[config.mk]
export PLATFORM = sky130hd
export DESIGN_NAME = hcbp_emit
export DESIGN_NICKNAME = d
export VERILOG_FILES = /design/src/hw/rtl/hcbp_pkg.sv /design/src/hw/rtl/hcbp_emit.sv
export SDC_FILE = /design/constraint.sdc
export NUM_CORES = 1
export LEC_CHECK = 0
export ABC_AREA = 1
export BUFFER_PORTS_ARGS = -buffer_cell sky130_fd_sc_hd__buf_2
export CORE_ASPECT_RATIO = 0.8
export CORE_MARGIN = 3
export CORE_UTILIZATION = 47
export DETAILED_ROUTE_END_ITERATION = 6
export PLACE_DENSITY = 0.75
export SETUP_SLACK_MARGIN = 0.3
export SYNTH_ARGS = -nofsm -noshare
export SYNTH_HDL_FRONTEND = slang
export SYNTH_SLANG_ARGS = --single-unit
[constraint.sdc]
create_clock -name clk -period 2.3 [get_ports clk]
set_clock_uncertainty 0.2 [all_clocks]
set_input_delay 0.23 -clock clk [delete_from_list [all_inputs] [get_ports clk]]
set_output_delay 0.23 -clock clk [all_outputs]
set_load 0.05 [all_outputs]
[src/hw/rtl/hcbp_pkg.sv]
// Shared types and constants for the Huffman code bit packer.
// No dependencies; imported by every module of the block.
package hcbp_pkg;

  localparam int SYMBOL_COUNT = 256;
  localparam int MAX_CODE_LEN = 32;

  localparam int SYM_W  = 8;
  localparam int CODE_W = 32;
  localparam int LEN_W  = 6;
  localparam int IDX_W  = (SYMBOL_COUNT > 1) ? $clog2(SYMBOL_COUNT) : 1;

  localparam int PEND_W = 7;
  localparam int CNT_W  = 3;
  localparam int ACC_W  = MAX_CODE_LEN + PEND_W;
  localparam int MAX_BYTES = ACC_W / 8;
  localparam int JOB_W  = MAX_BYTES * 8;
  localparam int TOT_W  = $clog2(ACC_W + 1);
  localparam int NB_W   = $clog2(MAX_BYTES + 1);

  localparam logic [SYM_W:0] SYM_LIMIT = (SYM_W + 1)'(SYMBOL_COUNT);
  localparam logic [LEN_W-1:0] LEN_MAX = LEN_W'(MAX_CODE_LEN);

  typedef enum logic [1:0] {
    FUNC_LOAD   = 2'd0,
    FUNC_ENCODE = 2'd1,
    FUNC_FLUSH  = 2'd2
  } func_t;

  typedef struct packed {
    func_t             func;
    logic [SYM_W-1:0]  symbol;
    logic [CODE_W-1:0] code_bits;
    logic [LEN_W-1:0]  code_length;
  } in_word_t;

  typedef struct packed {
    logic [7:0] out_byte;
    logic       last_of_run;
  } out_word_t;

  typedef struct packed {
    logic [CODE_W-1:0] code;
    logic [LEN_W-1:0]  len;
  } tbl_entry_t;

  typedef struct packed {
    logic              valid;
    logic [NB_W-1:0]   nbytes;
    logic [JOB_W-1:0]  bits;
  } job_t;

endpackage

[src/hw/rtl/hcbp_emit.sv]
// Byte emitter: shifts out one byte of the current run per cycle, while the output is free, into the
// output register and marks the last one. Uses hcbp_pkg.
module hcbp_emit (
  input  logic                clk,
  input  logic                rst_n,
  input  hcbp_pkg::job_t      job,
  output logic                job_ready,
  output logic                out_valid,
  input  logic                out_ready,
  output hcbp_pkg::out_word_t out_data
);
  import hcbp_pkg::*;

  logic [JOB_W-1:0] job_bits_r;
  logic [NB_W-1:0]  left_r;
  logic             out_valid_r;
  out_word_t        out_data_r;
  logic             out_free, load_out, take_job;

  always_comb begin
    out_free  = !out_valid_r || out_ready;
    load_out  = out_free && (left_r != '0);
    job_ready = (left_r == '0) || ((left_r == NB_W'(1)) && out_free);
    take_job  = job.valid && job_ready;
    out_valid = out_valid_r;
    out_data  = out_data_r;
  end

  always_ff @(posedge clk) begin
    if (!rst_n) begin
      out_valid_r <= 1'b0;
      left_r      <= '0;
    end else begin
      if (load_out) begin
        out_valid_r <= 1'b1;
      end else if (out_ready) begin
        out_valid_r <= 1'b0;
      end
      if (take_job) begin
        left_r <= job.nbytes;
      end else if (load_out) begin
        left_r <= left_r - NB_W'(1);
      end
    end
  end

  always_ff @(posedge clk) begin
    if (load_out) begin
      out_data_r.out_byte    <= job_bits_r[JOB_W-1 -: 8];
      out_data_r.last_of_run <= (left_r == NB_W'(1));
    end
    if (take_job) begin
      job_bits_r <= job.bits;
    end else if (load_out) begin
      job_bits_r <= job_bits_r << 8;
    end
  end

endmodule

# --- Word-level counts from Yosys, hierarchy flattened ---
# Cells that the tools add are included.
totals:
  ff_bits: 45
  in_bits: 39
  output_inout_bits: 11
classes:
  add_sub_neg: 1
  eq_ne: 1
  mux: 6
  n_reduce_logical: 10
ops:
  columns: ["cell", "count"]
  rows:
  - ["two-way mux 32 bit", 2]
  - ["two-way mux 3 bit", 2]
  - ["nonzero test 2 bit", 2]
  - ["equality test 3 x 1 -> 1 bit, second input constant", 1]
  - ["logical AND 1 bit", 3]
  - ["zero test 3 bit", 1]
  - ["nonzero test 3 bit", 1]
  - ["subtractor 3 x 1 -> 3 bit, second input constant", 1]
  - ["logical OR 1 bit", 2]
  - ["two-way mux 1 bit", 2]
  - ["zero test 1 bit", 1]

# --- Depth between registers and ports, before layout ---
depth:
  ltp_word: 6
  depth_mapped: 11

# --- Worst setup path after synthesis ---
# No wires, ideal clock.
synth_path:
  path_type: "register to register"
  from: "reg out_valid_r (netlist: out_valid)"
  to: "reg job_bits_r[0] (enable)"
  setup_time_ns: 0.478
  t_arrival_ns: 1.813
  t_required_ns: 1.622
  path_slack_ns: -0.191
  stages_incl_launch_ff: 7
  path_cell_list: "dfxtp_1 > nand2_1 > nand2_1 > nand2_4 > nand2_2 > buf_2 > nand2_1"
synth_between:
  elab_chain_cells: 6
  elab_cells_between_ends: 7
  cone_classes: "reduce/logical (7)"
synth_rtl:
  columns: ["item", "line_no", "source"]
  rows:
  - ["start, declared", "hcbp_emit.sv:16", "logic out_valid_r;"]
  - ["start signal, assigned", "hcbp_emit.sv:31", "out_valid_r <= 1'b0;"]
  - ["start signal, assigned", "hcbp_emit.sv:35", "out_valid_r <= 1'b1;"]
  - ["start signal, assigned", "hcbp_emit.sv:37", "out_valid_r <= 1'b0;"]
  - ["zero test 1 bit (*)", "hcbp_emit.sv:21", "out_free = !out_valid_r || out_ready;"]
  - ["logical OR 1 bit (*)", "hcbp_emit.sv:21", null]
  - ["logical AND 1 bit", "hcbp_emit.sv:23", "job_ready = (left_r == '0) || ((left_r == NB_W'(1)) && out_free);"]
  - ["logical OR 1 bit", "hcbp_emit.sv:23", null]
  - ["logical AND 1 bit", "hcbp_emit.sv:24", "take_job = job.valid && job_ready;"]
  - ["nonzero test 2 bit (no line) (*)", null, null]
  - ["end signal, assigned", "hcbp_emit.sv:53", "job_bits_r <= job.bits;"]
  - ["end signal, assigned", "hcbp_emit.sv:55", "job_bits_r <= job_bits_r << 8;"]
  - ["end, declared", "hcbp_emit.sv:14", "logic [JOB_W-1:0] job_bits_r;"]
# Mark *: on every way between the ends. The rest lies on a longest branch, timed or not.
# A chain may end at the register's enable or synchronous reset.

# --- Final worst setup path ---
layout_path:
  from: "reg left_r[1]"
  to: "out job_ready"
layout_between:
  elab_chain_cells: 3
  elab_cells_between_ends: 4
  cone_classes: "eq/ne (1); reduce/logical (3)"
layout_rtl:
  columns: ["item", "line_no", "source"]
  rows:
  - ["start, declared", "hcbp_emit.sv:15", "logic [NB_W-1:0] left_r;"]
  - ["start signal, assigned", "hcbp_emit.sv:40", "left_r <= job.nbytes;"]
  - ["start signal, assigned", "hcbp_emit.sv:42", "left_r <= left_r - NB_W'(1);"]
  - ["equality test 3 x 1 -> 1 bit", "hcbp_emit.sv:23", null]
  - ["logical AND 1 bit", "hcbp_emit.sv:23", null]
  - ["logical OR 1 bit (*)", "hcbp_emit.sv:23", null]
  - ["end, declared", "hcbp_emit.sv:7", "output logic job_ready,"]
# Marks and branches as above.

==> out/qor_table.md <==
| Result | This run |
| --- | --- |
| WP data arrival | 1.51 ns |
| Antenna violations before repair | 0 |
| Internal reg-to-reg setup slack | 0.40 ns |
| Number of cells traversed by the worst register-to-register path | 8 |
| Post-route fraction of the period consumed by the critical path | 84.2% |
| Busiest metal layer after global routing | met2 |
| Buffer count from post-CTS setup fixing | 0 |
| Final nets | 277 |
| Final number of max-transition violations | 0 |
| Layout filler cell count | 316 |
| Syn Std Cell Area | 0.00194 mm^2 |
| Total GRT Usage | 13.3% |
| Top cell type by total area after synthesis | edfxtp_1 |
| Initial core utilization | 50.0% |
| Clock slew seen by the registers of the worst setup and hold paths | 0.08 ns |
| Startpoint types | register |
| Crit path capture | job_ready |
| Fmax achieved | 0.517 GHz |
| Crit path required time | 1.87 ns |
| Die Height | 63.5 um |
| Count of warnings emitted by yosys | 0 |
| Synthesized flop and latch total | 45 |
| Critical register-to-register path startpoint | left_r[1] |
| Port Buffers | 49 |
| Chain of cells forming the critical path | inv_1 -> ha_1 -> inv_1 -> nor2_2 -> nand2_1 -> nand2_4 -> buf_12 -> buf_6 |
| H-tree levels | 2 |
| Clock sinks | 45 |
| Most instantiated flip-flop cell in the synthesis netlist | edfxtp_1 |
| Terminus of the critical flop-to-flop path | job_bits_r[31] |
| Violation count after the first detailed-route iteration | 72 |
| Fin Setup TNS | 0 ns |
| Top area cells in the synthesized netlist | edfxtp_1 (63%), nand2_1 (11%), nand3_1 (7.2%) |
| Pwr dens | 1580 mW/mm^2 |
| Sequential cell area fraction in the yosys report | 67.6% |
| Category of the most critical setup path | register to output pin |
| Per-instance average area after synthesis | 10.6 um^2 |
| M3 GR Usage | 4.14% |
| Placement Rows | 20 |
| Critical path fanouts, max | 27 |
| Hold WS | 0.0291 ns |
| Met1 Resource Use GR | 17.3% |
| Transition time at the pin with the least slew margin | 0.405 ns |
| Final setup viols | 0 |
| Root Driver | clkbuf_8 |
| Area share of the largest cell type after synthesis | 63.5% |
| Full die area | 0.00494 mm^2 |
| Latest clock arrival within the worst-skew pair | 0.30 ns |
| Distinct cell type count of the synthesized netlist | 16 |
| # IOs | 50 |
| Number of synthesized flops with an enable pin | 41 |
| Cell seen most often among critical-path stages | inv_1 |
| Remaining number of nets flagged by the antenna check after routing | 0 |
| Syn-to-layout area delta | 22.7% |
| Vias per std cell | 4.49 |
| Routed wire length | 3.12 mm |
| Final hold vios | 0 |
| Capturing element type of the critical path | output pin |
| Share of async-settable or async-resettable flops after synthesis | 0% |
| Wirelength per Cell | 10.7 um |
| Vias after detailed routing | 1,306 |
| Minimum clock period | 1.94 ns |
| Total gr overflow | 0 |
| Share of final-layout standard cells stronger than drive strength 1 | 28.4% |
| Leakage Power | 1.13 nW |
| Pin count of the biggest net entering global routing | 33 |
| Clock tree from TritonCTS | done |
| Tightest Hold Check Type | primary input to register |
| Headroom to the max-slew limit | 73.0% |
| Router iterations before antenna repair | 5 |
| Critical Path Source | left_r[1] |
| ANT cells | 0 |
| Number of global-route vias before repair | 1,152 |
| Peak VDD IR | 748 uV |
| Met2 Resource Use GR | 20.5% |
| Core Footprint | 0.00388 mm^2 |
| Number of clock buffers inserted by TritonCTS | 5 |
| RSZ-0062 raised after global routing | yes |
| Routability Congestion | 0.740 |
| # Max-Cap Violations | 0 |
| Status | finished clean |
| Slowest cell on crit path | dfxtp_1 |
| DP Wirelength | 2.06 mm |
| Clock buffer depth | 2 |
| Gate count of the mapped netlist | 183 |
| Detailed-route DRC error count | 0 |
| Nets in the synthesized netlist | 225 |
| Wire length of the first global-routing pass | 5.03 mm |
| Die boundary width | 77.8 um |
| Largest stage delay on the critical path | 0.31 ns |
worst min-delay path by stage:
stage	start	end	slack, ns	cells after the start
after floorplan	rst_n	left_r[0]	0.15	2
after CTS	job[4]	job_bits_r[4]	0.03	3
after global placement	job_bits_r[29]	out_data[6]	0.20	0
after global routing	job[4]	job_bits_r[4]	0.03	3
final	job[25]	job_bits_r[25]	0.03	3
after detailed placement	job_bits_r[26]	out_data[3]	0.20	0
area by class of cell:
cell class                 instances  area (um^2)  area share [%]
multi-input combinational        111          513            21.6
clock inverter                     2         35.0            1.47
inverter                          18         71.3            3.00
sequential                        45         1310            55.2
tap                               55         68.8            2.89
clock buffer                       6         72.6            3.05
timing repair buffer              54          307            12.9
kinds of logic after synthesis:
| kind of cell | Yosys count | share of synthesized area [%] |
|---|---|---|
| DFF | 45 | 67.6 |
| and+or+nand+nor | 103 | 22.6 |
| buffers and inverters | 27 | 6.32 |
| adders and majority gates | 3 | 1.94 |
| AOI/OAI and AO/OA | 4 | 1.03 |
| xor gates and xnor gates | 1 | 0.452 |
sequential cells by signal, indices dropped and copies added, names as in the netlist:
register / count
job_bits_r: 32
out_data: 9
left_r: 3
out_valid: 1
synth_stat cells, types with 2 or more instances:
library cell / number
nor2_1: 12
clkbuf_1: 2
nand2_1: 58
nand2_2: 3
nand3_1: 28
buf_6: 2
buf_2: 5
edfxtp_1: 41
ha_1: 3
dfxtp_1: 4
inv_1: 18
a21oi_1: 3
power by group:
part           internal [mW]  total (mW)  switching [mW]
clock                  0.322       0.571           0.249
combinational          0.421        1.55            1.13
sequential              1.54        1.64          0.0992
worst max-delay path: cells and delay by family (launching register included):
family	cells	cell delay, ns
fa+ha+maj	1	0.16
flops	1	0.31
buf+inv	4	0.47
simple gates	3	0.26
timing repair:
item / in CTS / in global routing
hold endpoints to repair: 1 / 0
endpoints found under the setup margin: 1 / 34
hold buffers: 2 / 0
gates resized for setup: 3 / 3
per-stage QoR:
stage          instance area (um^2)  util (%)  cells  power [mW]  worst slack (ns)
2_1_floorplan                  1950         -    183        2.85             0.461
3_3_place_gp                   2230      57.5    281        3.09             0.484
3_5_place_dp                   2230      57.5    281        3.12             0.410
4_1_cts                        2370      61.0    291        3.73             0.300
5_1_grt                        2380      61.4    291        4.01             0.251
6_report                       2380      61.4    291        3.75             0.364
layer usage:
metal	vias up	share of wire (%)
li1	701	-
met1	545	46
met2	53	45
met3	7	7.0
met4	0	1.8
met5	-	0
cell usage in the layout, fill, tap and decap left out, drive strengths merged:
cell type | synthesis | final
ha | 3 | 3
edfxtp | 41 | 41
inv | 18 | 17
clkbuf | 2 | 6
dlygate4sd3 | 0 | 2
buf | 7 | 52
clkinv | 0 | 1
nand3 | 28 | 28
o21ai | 1 | 1
dfxtp | 4 | 4
nor2 | 13 | 13
xor2 | 1 | 1
nand2 | 62 | 62
bufinv | 0 | 1
clkinvlp | 0 | 1
a21oi | 3 | 3
Note: power is estimated with default switching activity, not from simulation.
