**config.mk**
```make
export PLATFORM = sky130hd
export DESIGN_NAME = hcbp_pack
export DESIGN_NICKNAME = d
export VERILOG_FILES = /design/src/hw/rtl/hcbp_pkg.sv /design/src/hw/rtl/hcbp_pack.sv
export SDC_FILE = /design/constraint.sdc
export NUM_CORES = 1
export LEC_CHECK = 0
export ABC_CLOCK_PERIOD_IN_PS = 4850
export BUFFER_PORTS_ARGS = -buffer_cell sky130_fd_sc_hd__buf_2
export CORE_ASPECT_RATIO = 1.2
export CORE_MARGIN = 2
export CORE_UTILIZATION = 50
export DETAILED_ROUTE_END_ITERATION = 6
export PLACE_DENSITY = 0.8
export REMOVE_ABC_BUFFERS = 1
export SLEW_MARGIN = 10
export SYNTH_ARGS = -nofsm -noshare
export SYNTH_HDL_FRONTEND = slang
export SYNTH_SLANG_ARGS = --single-unit
```
**constraint.sdc**
```tcl
create_clock -name clk -period 4.85 [get_ports clk]
set_clock_uncertainty 0.2 [all_clocks]
set_input_delay 0 -clock clk [delete_from_list [all_inputs] [get_ports clk]]
set_output_delay 0 -clock clk [all_outputs]
set_load 0.01 [all_outputs]
```
**src/hw/rtl/hcbp_pkg.sv**
```systemverilog
// Shared types and constants for the Huffman code bit packer.
// No dependencies; imported by every module of the block.
package hcbp_pkg;

  localparam int SYMBOL_COUNT = 256;
  localparam int MAX_CODE_LEN = 32;

  localparam int SYM_W  = 8;
  localparam int CODE_W = 32;
  localparam int LEN_W  = 6;
  localparam int IDX_W  = (SYMBOL_COUNT > 1) ? $clog2(SYMBOL_COUNT) : 1;

  localparam int PEND_W = 7;
  localparam int CNT_W  = 3;
  localparam int ACC_W  = MAX_CODE_LEN + PEND_W;
  localparam int MAX_BYTES = ACC_W / 8;
  localparam int JOB_W  = MAX_BYTES * 8;
  localparam int TOT_W  = $clog2(ACC_W + 1);
  localparam int NB_W   = $clog2(MAX_BYTES + 1);

  localparam logic [SYM_W:0] SYM_LIMIT = (SYM_W + 1)'(SYMBOL_COUNT);
  localparam logic [LEN_W-1:0] LEN_MAX = LEN_W'(MAX_CODE_LEN);

  typedef enum logic [1:0] {
    FUNC_LOAD   = 2'd0,
    FUNC_ENCODE = 2'd1,
    FUNC_FLUSH  = 2'd2
  } func_t;

  typedef struct packed {
    func_t             func;
    logic [SYM_W-1:0]  symbol;
    logic [CODE_W-1:0] code_bits;
    logic [LEN_W-1:0]  code_length;
  } in_word_t;

  typedef struct packed {
    logic [7:0] out_byte;
    logic       last_of_run;
  } out_word_t;

  typedef struct packed {
    logic [CODE_W-1:0] code;
    logic [LEN_W-1:0]  len;
  } tbl_entry_t;

  typedef struct packed {
    logic              valid;
    logic [NB_W-1:0]   nbytes;
    logic [JOB_W-1:0]  bits;
  } job_t;

endpackage

```
**src/hw/rtl/hcbp_pack.sv**
```systemverilog
// Bit accumulator: merges pending bits with the looked-up code word and
// hands whole bytes, left aligned, to the emitter. Uses hcbp_pkg.
module hcbp_pack (
  input  logic                 clk,
  input  logic                 rst_n,
  input  logic                 in_take,
  input  hcbp_pkg::func_t      in_func,
  input  hcbp_pkg::tbl_entry_t rd_entry,
  input  logic                 job_ready,
  output logic                 stage_ready,
  output hcbp_pkg::job_t       job
);
  import hcbp_pkg::*;

  logic              s1_valid_r;
  func_t             s1_func_r;
  logic [PEND_W-1:0] pend_r, pend_nxt;
  logic [CNT_W-1:0]  cnt_r, cnt_nxt;

  logic              is_enc, is_flush, advance;
  logic [LEN_W-1:0]  len_eff;
  logic [ACC_W-1:0]  mask, acc, aligned;
  logic [TOT_W-1:0]  total;
  logic [NB_W-1:0]   nb;

  always_comb begin
    is_enc   = (s1_func_r == FUNC_ENCODE);
    is_flush = (s1_func_r == FUNC_FLUSH);
    len_eff  = is_enc ? rd_entry.len : '0;
    mask     = ~({ACC_W{1'b1}} << len_eff);
    acc      = (ACC_W'(pend_r) << len_eff) | (ACC_W'(rd_entry.code) & mask);
    total    = TOT_W'(cnt_r) + TOT_W'(len_eff);
    aligned  = acc << (TOT_W'(ACC_W) - total);
    if (is_flush) begin
      nb = (cnt_r != '0) ? NB_W'(1) : '0;
    end else begin
      nb = NB_W'(total >> 3);
    end

    job.valid  = s1_valid_r && (nb != '0);
    job.nbytes = nb;
    job.bits   = aligned[ACC_W-1 -: JOB_W];

    advance     = !s1_valid_r || (nb == '0) || job_ready;
    stage_ready = advance;

    if (is_flush) begin
      pend_nxt = '0;
      cnt_nxt  = '0;
    end else begin
      pend_nxt = acc[PEND_W-1:0] & ~({PEND_W{1'b1}} << total[CNT_W-1:0]);
      cnt_nxt  = total[CNT_W-1:0];
    end
  end

  always_ff @(posedge clk) begin
    if (!rst_n) begin
      s1_valid_r <= 1'b0;
      s1_func_r  <= FUNC_LOAD;
      pend_r     <= '0;
      cnt_r      <= '0;
    end else begin
      if (advance) begin
        s1_valid_r <= in_take;
      end
      if (in_take) begin
        s1_func_r <= in_func;
      end
      if (s1_valid_r && advance) begin
        pend_r <= pend_nxt;
        cnt_r  <= cnt_nxt;
      end
    end
  end

endmodule

```
## Word-level counts from Yosys, hierarchy flattened

Cells that the tools add are included.
Widths: inputs -> output; s select.

- Bits in registers: 13
- Latch bits: 0
- Bits in writable memories: 0
- Bits in read-only memories: 0
- Input port bits: 44
- Output and inout bits: 37
- Logic and storage cells: 30
- Memories: 0

- $add $sub $neg: 2
- $mul: 0
- Divide/modulo/power cells: 0
- $lt $le $gt $ge: 0
- Eq/ne operators: 2
- Shifts and indexed selects: 4
- Multiplexer cells: 5
- Bitwise logic cells: 5
- Reduce and logical (&&, ||, !) cells: 8

Operator list:

| cell | count |
|---|---|
| $and 32x39->39 | 1 |
| $not 39->39 | 1 |
| $or 39x39->39 | 1 |
| $shl 39x6->39 | 1 |
| $shl 39x6->39 const A | 1 |
| $shl 7x6->39 | 1 |
| $and 7x7->7 | 1 |
| $mux 7 | 1 |
| $not 7->7 | 1 |
| $shl 7x3->7 const A | 1 |
| $add 3x6->6 | 1 |
| $mux 3 | 2 |
| $mux 6 | 1 |
| $reduce_bool 3->1 | 2 |
| $sub 6x6->6 const A | 1 |
| $logic_not 3->1 | 1 |
| $eq 2x1->1 const B | 1 |
| $eq 2x2->1 const B | 1 |
| $logic_and 1x1->1 | 2 |
| $logic_or 1x1->1 | 2 |
| $logic_not 1->1 | 1 |
| $mux 1 | 1 |

## Depth between registers and ports, before layout

Gate-level depths: netlist (run 1).

- Depth after elaboration: 8
- Gate-level depth with buffers: 17
- Mapped depth without buffers: 14

## Least setup slack after synthesis (run 1)

No wires, ideal clock.

- Kind: flip-flop to output port
- Start: register s1_func_r[0]
- End: output port job[21] (netlist name)
- Data arrival time: 3603 ps
- Data required time: 4650 ps
- Slack: 1047 ps
- Cell stages (with the launch flop): 17
- Buffers on the path: 3
- Cells stage by stage: dfxtp_1 -> buf_4 -> buf_2 -> and3b_1 -> and2_1 -> ha_1 -> o31ai_1 -> a21oi_1 -> o21ai_0 -> inv_1 -> ha_1 -> xnor3_1 -> nor3_1 -> clkbuf_1 -> o21ai_0 -> a2bb2oi_1 -> o221ai_1

RTL lines:

| element | line | RTL |
|---|---|---|
| from (decl) | hcbp_pack.sv:16 | `func_t s1_func_r;` |
| from (signal assigned) | hcbp_pack.sv:67 | `s1_func_r <= in_func;` |
| to (decl) | hcbp_pack.sv:11 | `output hcbp_pkg::job_t job` |

==> results of run 1 <==
## kinds of logic after synthesis
kind of cell / share of synthesized area [%]
DFF: 4.83
and+or+nand+nor: 30.4
muxes: 12.1
adders and majority gates: 0.464
AOI/OAI and AO/OA: 42.4
buffers and inverters: 8.15
xor gates and xnor gates: 1.67
## final cells by class
class                           instances  area, µm²
Multi-Input combinational cell        673       4720
Tap cell                              129        161
Timing Repair Buffer                  112        666
Sequential cell                        13        262
Inverter                               11       41.3
Fill cell                            1039       4590
Clock buffer                            4       78.8
## placed cells by master, fill, tap and decap left out, drive strengths merged, types with 6 or more instances in the layout
| cell | instances |
|---|---|
| nand4 | 9 |
| o2bb2ai | 10 |
| nor3 | 37 |
| nand2b | 14 |
| dfxtp | 13 |
| o221ai | 16 |
| inv | 10 |
| nand2 | 67 |
| dlygate4sd3 | 10 |
| mux2 | 7 |
| a21oi | 47 |
| and2 | 17 |
| a211oi | 20 |
| a31oi | 7 |
| o2111ai | 6 |
| o21ai | 43 |
| a2111oi | 7 |
| nor2 | 66 |
| nor4 | 12 |
| a21boi | 6 |
| a211o | 11 |
| a221o | 6 |
| o32ai | 6 |
| mux4 | 14 |
| a22oi | 9 |
| a2bb2oi | 6 |
| o22ai | 10 |
| o211ai | 25 |
| or2 | 7 |
| and3 | 7 |
| or3 | 12 |
| o21a | 6 |
| o31ai | 12 |
| nand3 | 36 |
| mux2i | 26 |
| buf | 102 |
## sequential cells by signal, summed over array words and instances, names as in the netlist
name and cells:
s1_func_r 2, pend_r 7, cnt_r 3, s1_valid_r 1
## timing repair
action	CTS	global route
gates resized for setup	0	1
hold buffers	10	0
endpoints found under the hold margin	13	0
endpoints found under the setup margin	0	2
setup buffers	0	0
## how the worst max path moves through the flow
stage               endpoint    startpoint  slack (ns)  cells after the start
floorplan            job[23]  s1_func_r[0]       -0.42                     11
global placement     job[31]  s1_func_r[0]        0.76                     14
detailed placement   job[31]  s1_func_r[0]        0.59                     14
CTS                  job[31]  s1_func_r[0]        0.32                     14
global route         job[31]  s1_func_r[1]        0.19                     14
finish               job[31]  s1_func_r[1]        0.38                     14
## power groups by stage
| stage | logic [mW] | registers [mW] | clock network [mW] |
|---|---|---|---|
| finish | 0.500 | 0.118 | 0.158 |
| global route | 0.525 | 0.118 | 0.165 |
| CTS | 0.477 | 0.117 | 0.160 |
| detailed placement | 0.468 | 0.119 | 0 |
| global placement | 0.466 | 0.119 | 0 |
| floorplan | 0.296 | 0.116 | 0 |
## through the flow
step,cells,setup slack (ns)
floorplan,697,-0.423
global placement,928,0.757
detailed placement,928,0.590
CTS,942,0.319
global route,942,0.189
finish,942,0.383
## worst max-delay path: stages (launching register included)
cell	delay [ns]
dfxtp_1	0.68
nand3b_1	0.34
xnor2_1	0.16
ha_2	0.25
o21ai_0	0.13
a2111o_1	0.45
o21ai_0	0.13
inv_1	0.15
ha_1	0.47
nor2_1	0.29
nand2b_1	0.23
a211oi_1	0.41
nor4_1	0.13
nand2_1	0.07
buf_2	0.12
## layer usage
metal  up-vias  routed length [µm]  global-route usage, %
li1       3167                   -                      -
met1      3315                8820                   51.6
met2       714               10800                   63.8
met3       165                2910                   5.11
met4         0                2010                   24.5
met5         -                   0                      0
==> reports/metrics.cfg, run 1 <==
[logic_synthesis]
synth_commonest_cells=nand2_1 (67), nor2_1 (66), a21oi_1 (44)
synth_largest_area_cell=mux4_2
yosysSeqAreaShare_pct=4.83
synth_warnings=0
synth_edf_count=0
synth.area.top_cells=mux4_2 (5.9%), dfxtp_1 (4.8%), mux2i_1 (4.8%)
netlist_instances=774
ys_seq_elements=13
ys_async_sr_fraction_pct=0
netlist.area_leader.share_pct=5.85
syn_area_um2=5390
yosys.cell_count.top_type=nand2_1
synth.avg_cell_area_um2=6.96
synth-main-ff-cell=dfxtp_1
synth_cell_types=98

[routing]
vias=7361
ant_nets=0
routed_wl_um=24500
firstDrtPassIters=7
via_per_inst=7.81
wire_per_inst_um=26.0
drt_iter0_markers=1310
drc=1

[placed_design]
io_buffers=80
place_area_um2=5750
routabilityCongestion=1.09
dp_hpwl_um=18600

[worst_setup_path]
cp.arrival_ns=4.27
r2r-end=s1_valid_r
worstReg2RegStart=s1_func_r[1]
r2r_cells=13
required_ns=4.65
worstSetupPathType=reg2out
start_kind=flop
cp_max_fo=20
cp-end-kind=output port
r2r_setup_slack_ns=0.50

[clock_tree]
clkLatencyLatePin_ns=0.24
cts_sinks=13
cts_tree=built
cts_htree_levels=1
clock_path_buffers=2
root_buffer=clkbuf_16
path_clk_slew_ns=0.05
cts_buffers=3

[sta]
hold_ws_ns=0.0746
period_share_pct=92.1
fmax_ghz=0.224
fin_crit_ns=4.47
fin_tns_setup_ns=0
tightestPinTransition_ns=0.954
slew_headroom_pct=35.6
final_hold_viol_count=0
final-setup-viol-count=0
rsz0062_at_grt=no
slew_viol_final=0

[worst_hold_path]
hold_path_depth=4
hold_class=in2reg
min-delay-start=rd_entry[7]
min_to=pend_r[1]

[power_and_ir_drop]
irDropWorstVdd_mv=0.216
seqPwrFrac_pct=15.2
report.power.total_uw=776
p_leak_nw=2.15
clock_power_share_pct=20.4
p_sw_share_pct=48.9
combPwrFrac_pct=64.4
p_int_uw=397
switching_power_uw=380
p_per_area_nw_per_um2=131

[outcome]
violations=DRC
status=complete, but fails checks

[finish]
syn2layout_area_growth_pct=9.99
postLayoutCellArea_um2=5930
fin_nets=860
layout-drive-gt1-share_pct=19.6
n_antenna_cell=0
fin_util_pct=56.3

[global_route]
antenna_found_initial=0
grt_pass1_vias=6704
grt_overflow=0
grt_usage_pct=40.3
grt_max_degree=37
grt_pass1_wl_um=37800

[floorplanning]
rows=41
ios=81
initial_utilization_pct=51.2
die-area_um2=11600
core_um2=10500
die_y_um=118
dieWidth_um=98.8

[flow_run]
max_cap_viol_count=0

(Power assumes the default switching activity.)
==> run 2: changes to the inputs <==
ABC_AREA = 1   (was not set)
MAX_ROUTING_LAYER = met4   (was not set)
PLACE_DENSITY = 0.82   (was 0.8)
SLEW_MARGIN = 15   (was 10)
==> reports/metrics.cfg, run 2 <==
[clock_tree]
clkLatencyLatePin_ns=0.24  ; about the same
clock_path_buffers=2  ; unchanged
postCtsSetupBuffers=0  ; unchanged
path_clk_slew_ns=0.05  ; about the same
cts_htree_levels=1  ; unchanged
root_buffer=clkbuf_8
cts_buffers=3  ; unchanged
cts_tree=built
cts_sinks=13  ; unchanged
cts_resized=0  ; unchanged

[sta]
fmax_ghz=0.238  ; +6.3%
fin_crit_ns=4.20  ; -0.266 ns
hold_ws_ns=0.0272  ; -0.0474 ns
rsz0062_at_grt=no
final-setup-viol-count=0  ; unchanged
slew_viol_final=0  ; unchanged
period_share_pct=86.6  ; -5.5 points
final_hold_viol_count=0  ; unchanged
setup_slack_ns=0.649  ; +0.266 ns
fin_tns_setup_ns=0  ; unchanged
slew_headroom_pct=29.5  ; -6.1 points
tightestPinTransition_ns=1.06  ; +0.103 ns

[routing]
drc=5  ; +4
ant_nets=0  ; unchanged
drt_iter0_markers=958  ; -27%
firstDrtPassIters=7  ; unchanged
via_per_inst=6.29  ; -20%
vias=6501  ; -12%
routed_wl_um=18000  ; -27%
wire_per_inst_um=17.4  ; -33%

[placed_design]
routabilityCongestion=1.11  ; +2.1%
place_area_um2=4680  ; -18%
pre_cts_ws_ns=0.972  ; +0.381 ns
dp_hpwl_um=14000  ; -25%
numPlacedInstances=1021  ; +10%
io_buffers=80  ; unchanged

[logic_synthesis]
synth_top_family_by_area=simple AND/OR/NAND/NOR gates
syn_area_um2=4290  ; -20%
synth_cell_types=35  ; -64%
synth.area.top_cells=nand3_1 (36%), nand2_1 (23%), dfxtp_1 (6.1%)
synthMuxAreaShare_pct=0  ; -12 points
ys_seq_elements=13  ; unchanged
synth_compound_area_share_pct=9.30  ; -33 points
synth_commonest_cells=nand3_1 (308), nand2_1 (258), inv_1 (46)
synth.avg_cell_area_um2=4.97  ; -29%
yosys.cell_count.top_type=nand3_1
synth_largest_area_cell=nand3_1
yosys.area_share.adder_pct=0.583  ; +0.12 points
netlist_instances=863  ; +11%
yosys.area_share.xor_xnor_pct=1.22  ; -0.45 points
synth_warnings=0  ; unchanged
netlist.area_leader.share_pct=35.9  ; +30 points
synth_edf_count=0  ; unchanged
synth-main-ff-cell=dfxtp_1
yosys.area_share.simple_pct=72.1  ; +42 points
yosysSeqAreaShare_pct=6.07  ; +1.2 points
ys_async_sr_fraction_pct=0  ; unchanged

[global_route]
grt_max_degree=47  ; +27%
grtUsageMet1_pct=49.5  ; -2.0 points
grt_pass1_wl_um=28900  ; -24%
top_usage_layer=met2
grt_pass1_vias=5811  ; -13%
met3_usage_pct=4.78  ; -0.33 points
grt_usage_pct=40.3  ; about the same
antenna_found_initial=0  ; unchanged
use_met2_pct=61.5  ; -2.3 points
grt_overflow=0  ; unchanged

[finish]
syn2layout_area_growth_pct=12.3
postLayoutCellArea_um2=4820  ; -19%
largest_reg_flops=7  ; unchanged
final_common_cell=nand3_1
n_antenna_cell=0  ; unchanged
regMostFlops=pend_r
layout-drive-gt1-share_pct=14.6  ; -4.9 points
fin_nets=964  ; +12%
fin_cells=1034  ; +9.8%
final_cell_mix=nand3_1 (308), nand2_1 (258), buf_2 (80)
fin_util_pct=56.9  ; +0.53 points
reg.largest.list=pend_r: 7 flops, cnt_r: 3 flops, s1_func_r: 2 flops

[worst_setup_path]
max_stage_delay_ns=0.54  ; -0.14 ns
critical_path.top_delay_family=simple AND/OR/NAND/NOR gates
start_kind=flop
required_ns=4.65  ; about the same
worst_path_max_delay_cell=dfxtp_1
cp_max_fo=24  ; +20%
cp_cell_sequence=inv_2 > nor2_4 > nand2_1 > nand2_1 > and2_1 > ha_1 > inv_1 > nand2_1 > nand3_1 > nand2_1 > nand2_1 > o21ai_2 > ha_1 > xor2_1 > inv_2 > nor2_4 > inv_1 > a21oi_1 > buf_2
crit_buf_inv=5  ; +3
cp.arrival_ns=4.00  ; -0.27 ns
worstSetupPathType=reg2out
cp-end-kind=output port
crit_top_cell=nand2_1
path_depth=19  ; +5
r2r_cells=14  ; +1

[floorplanning]
core_um2=8470  ; -19%
die_y_um=105  ; -10%
ios=81  ; unchanged
die-area_um2=9340  ; -20%
initial_utilization_pct=50.6  ; -0.59 points
rows=37  ; -9.8%
dieWidth_um=88.6  ; -10%

[worst_hold_path]
hold_class=in2reg
hold_path_depth=5  ; +1

[power_and_ir_drop]
p_per_area_nw_per_um2=171  ; +31%
p_leak_nw=2.52  ; +17%
irDropWorstVdd_mv=0.171  ; -21%
report.power.total_uw=824  ; +6.1%

[flow_run]
max_cap_viol_count=0  ; unchanged

[outcome]
violations=DRC
status=complete, but fails checks

-- run 2: cell count changes after synthesis, moves of 15 or more --
cell	previous run	this run
nor3_1	35	3
o21ai_0	39	24
o221ai_1	15	0
a211oi_1	20	1
nor2_1	66	34
a21oi_1	44	16
nand2_1	67	258
mux2i_1	26	0
inv_1	9	46
nand3_1	36	308
o211ai_1	24	9
nand4_1	9	31
-- run 2: routing by layer --
metal | routed length, µm | part of all wire [%] | vias up
met5 | 0 | 0 | -
met4 | 1490 | 8.3 | 0
met3 | 1800 | 10 | 118
met2 | 8040 | 45 | 480
met1 | 6670 | 37 | 2836
li1 | - | - | 3067
-- run 2: area by class of cell --
class                   count  area, µm²
clock buffers               4       45.0
inverters                  56        210
well taps                 117        146
flip-flops and latches     13        260
repair buffers            102        588
multi-input cells         742       3570
fillers                   991       3650
-- run 2: logic make-up (layout without fill, tap and decap cells) --
| kind of cell | after synthesis | after routing |
|---|---|---|
| fa+ha+maj | 2 | 2 |
| compound gates | 72 | 72 |
| buf+inv | 108 | 162 |
| flops | 13 | 13 |
| xor+xnor | 3 | 3 |
| simple gates | 665 | 665 |
-- run 2: what timing repair did --
| action | in CTS | in global routing |
|---|---|---|
| hold buffers | 9 | 0 |
| endpoints found under the setup margin | 0 | 0 |
| endpoints found under the hold margin | 10 | 0 |
-- run 2: power by group --
part	internal [mW]	switching [mW]
Combinational	0.188	0.422
Sequential	0.112	0.00778
Clock	0.0578	0.0356
-- run 2: final timing paths --
path | startpoint | endpoint | slack, ns
max | s1_func_r[0] | job[5] | 0.65
min | rd_entry[10] | pend_r[4] | 0.03
max reg2reg | s1_func_r[0] | pend_r[1] | 1.43
min reg2reg | pend_r[0] | pend_r[0] | 0.31
-- run 2: worst min-delay path, stage by stage --
cell and delay (ns):
buf_2 0.10, nand2_1 0.10, a21oi_1 0.07, nand3_1 0.08, a21oi_1 0.06
==> run 3: changes to the inputs <==
ABC_CLOCK_PERIOD_IN_PS = not set   (was 4850)
HOLD_SLACK_MARGIN = 0.05   (was not set)
==> reports/metrics.cfg, run 3 (synthesized netlist as in run 2, its figures left out) <==
[outcome]
status=finished clean

[global_route]
grtUsageMet1_pct=49.5  ; about the same
grt_pass1_vias=5808  ; -0.052%
grt_pass1_wl_um=28900  ; about the same
antenna_found_initial=0  ; unchanged
met3_usage_pct=4.78  ; unchanged
top_usage_layer=met2
grt_overflow=0  ; unchanged
grt_max_degree=47  ; unchanged
grt_usage_pct=40.3  ; about the same
use_met2_pct=61.5  ; unchanged

[clock_tree]
cts_sinks=13  ; unchanged
postCtsSetupBuffers=0  ; unchanged
cts_htree_levels=1  ; unchanged
path_clk_slew_ns=0.05  ; about the same
cts_resized=0  ; unchanged
root_buffer=clkbuf_8
cts_tree=built
ctsHoldBuffers=10  ; +1
clkLatencyLatePin_ns=0.24  ; about the same
clock_path_buffers=2  ; unchanged
cts_buffers=3  ; unchanged

[worst_setup_path]
worstSetupPathType=reg2out
start_kind=flop
cp.arrival_ns=4.03  ; +0.03 ns
cp_max_fo=24  ; unchanged
required_ns=4.65  ; about the same
cp-end-kind=output port

[sta]
fin_tns_setup_ns=0  ; unchanged
slew_headroom_pct=29.4  ; -0.12 points
tightestPinTransition_ns=1.06  ; +0.00173 ns
final_hold_viol_count=0  ; unchanged
rsz0062_at_grt=no
setup_slack_ns=0.622  ; -0.0265 ns
hold_ws_ns=0.0807  ; +0.0536 ns
fmax_ghz=0.237  ; -0.63%
period_share_pct=87.2  ; +0.55 points
final-setup-viol-count=0  ; unchanged
fin_crit_ns=4.23  ; +0.0265 ns
slew_viol_final=0  ; unchanged

[power_and_ir_drop]
irDropWorstVdd_mv=0.172  ; +0.73%
p_leak_nw=2.53  ; +0.17%
p_per_area_nw_per_um2=171  ; -0.20%

[routing]
wire_per_inst_um=17.4  ; +0.11%
via_per_inst=6.30  ; +0.21%
ant_nets=0  ; unchanged
drc=0  ; -5
routed_wl_um=18000  ; +0.21%
drt_iter0_markers=973  ; +1.6%
vias=6521  ; +0.31%
firstDrtPassIters=6  ; -1

[finish]
n_antenna_cell=0  ; unchanged
layout-drive-gt1-share_pct=14.6  ; -0.016 points
postLayoutCellArea_um2=4830  ; +0.21%
multi_input_area_um2=3570  ; unchanged
largest_reg_flops=7  ; unchanged
regMostFlops=pend_r
final_common_cell=nand3_1
register_area_um2=260  ; unchanged
reg.largest.list=pend_r: 7 flops, cnt_r: 3 flops, s1_func_r: 2 flops
final_cell_mix=nand3_1 (308), nand2_1 (258), buf_2 (80)
syn2layout_area_growth_pct=12.5
num-fill-cells=987  ; -0.40%
fin_nets=965  ; +0.10%

[worst_hold_path]
hold_class=in2reg

[placed_design]
dp_hpwl_um=14000  ; unchanged
io_buffers=80  ; unchanged
pre_cts_ws_ns=0.972  ; unchanged
routabilityCongestion=1.11  ; unchanged
place_area_um2=4680  ; unchanged

[flow_run]
max_cap_viol_count=0  ; unchanged

[floorplanning]
initial_utilization_pct=50.6  ; unchanged
rows=37  ; unchanged
die-area_um2=9340  ; unchanged
dieWidth_um=88.6  ; unchanged
ios=81  ; unchanged
core_um2=8470  ; unchanged
die_y_um=105  ; unchanged

## run 3: cell count changes in the layout (fill, tap and decap cells not counted), sizes merged
cell,previous run,this run
dlygate4sd3,9,10
## run 3: power by group
| group | switching, mW | total [mW] | internal [mW] |
|---|---|---|---|
| Sequential | 0.00777 | 0.120 | 0.112 |
| Combinational | 0.422 | 0.610 | 0.189 |
| Clock | 0.0358 | 0.0937 | 0.0579 |
| Total | 0.465 | 0.824 | 0.358 |
## run 3: stage by stage
step           power (mW)  util (%)  instances
5_1_grt             0.898      57.0       1035
2_1_floorplan       0.519         -        811
3_5_place_dp        0.704      55.3       1021
6_report            0.824      57.0       1035
3_3_place_gp        0.702      55.3       1021
4_1_cts             0.807      57.0       1035
## run 3: routing by layer
| metal | routed length [µm] | share of wire, % |
|---|---|---|
| met4 | 1480 | 8.2 |
| met5 | 0 | 0 |
| met2 | 8100 | 45 |
| met3 | 1860 | 10 |
| met1 | 6610 | 37 |
## run 3: cell type report
class / instances / area share (%)
clock buffer: 4 / 0.933
tap: 117 / 3.03
sequential: 13 / 5.39
multi-input combinational: 742 / 73.9
timing repair buffer: 103 / 12.4
inverter: 56 / 4.35
## run 3: critical path: stages (launching register included)
cell and delay, ns:
dfxtp_1 0.54, inv_2 0.11, nor2_4 0.20, nand2_1 0.29
nand2_1 0.18, and2_1 0.14, ha_1 0.13, inv_1 0.05
nand2_1 0.06, nand3_1 0.08, nand2_1 0.07, nand2_1 0.08
o21ai_2 0.27, ha_1 0.21, xor2_1 0.24, inv_2 0.11
nor2_4 0.42, inv_1 0.28, a21oi_1 0.17, buf_2 0.14
## run 3: final timing paths
check             cells after the start         start        end  slack (ns)
setup reg to reg                     14  s1_func_r[0]  pend_r[1]        1.40
hold / removal                        7  rd_entry[11]  pend_r[5]        0.08
hold reg to reg                       2     pend_r[0]  pend_r[0]        0.30
setup / recovery                     19  s1_func_r[0]     job[5]        0.62
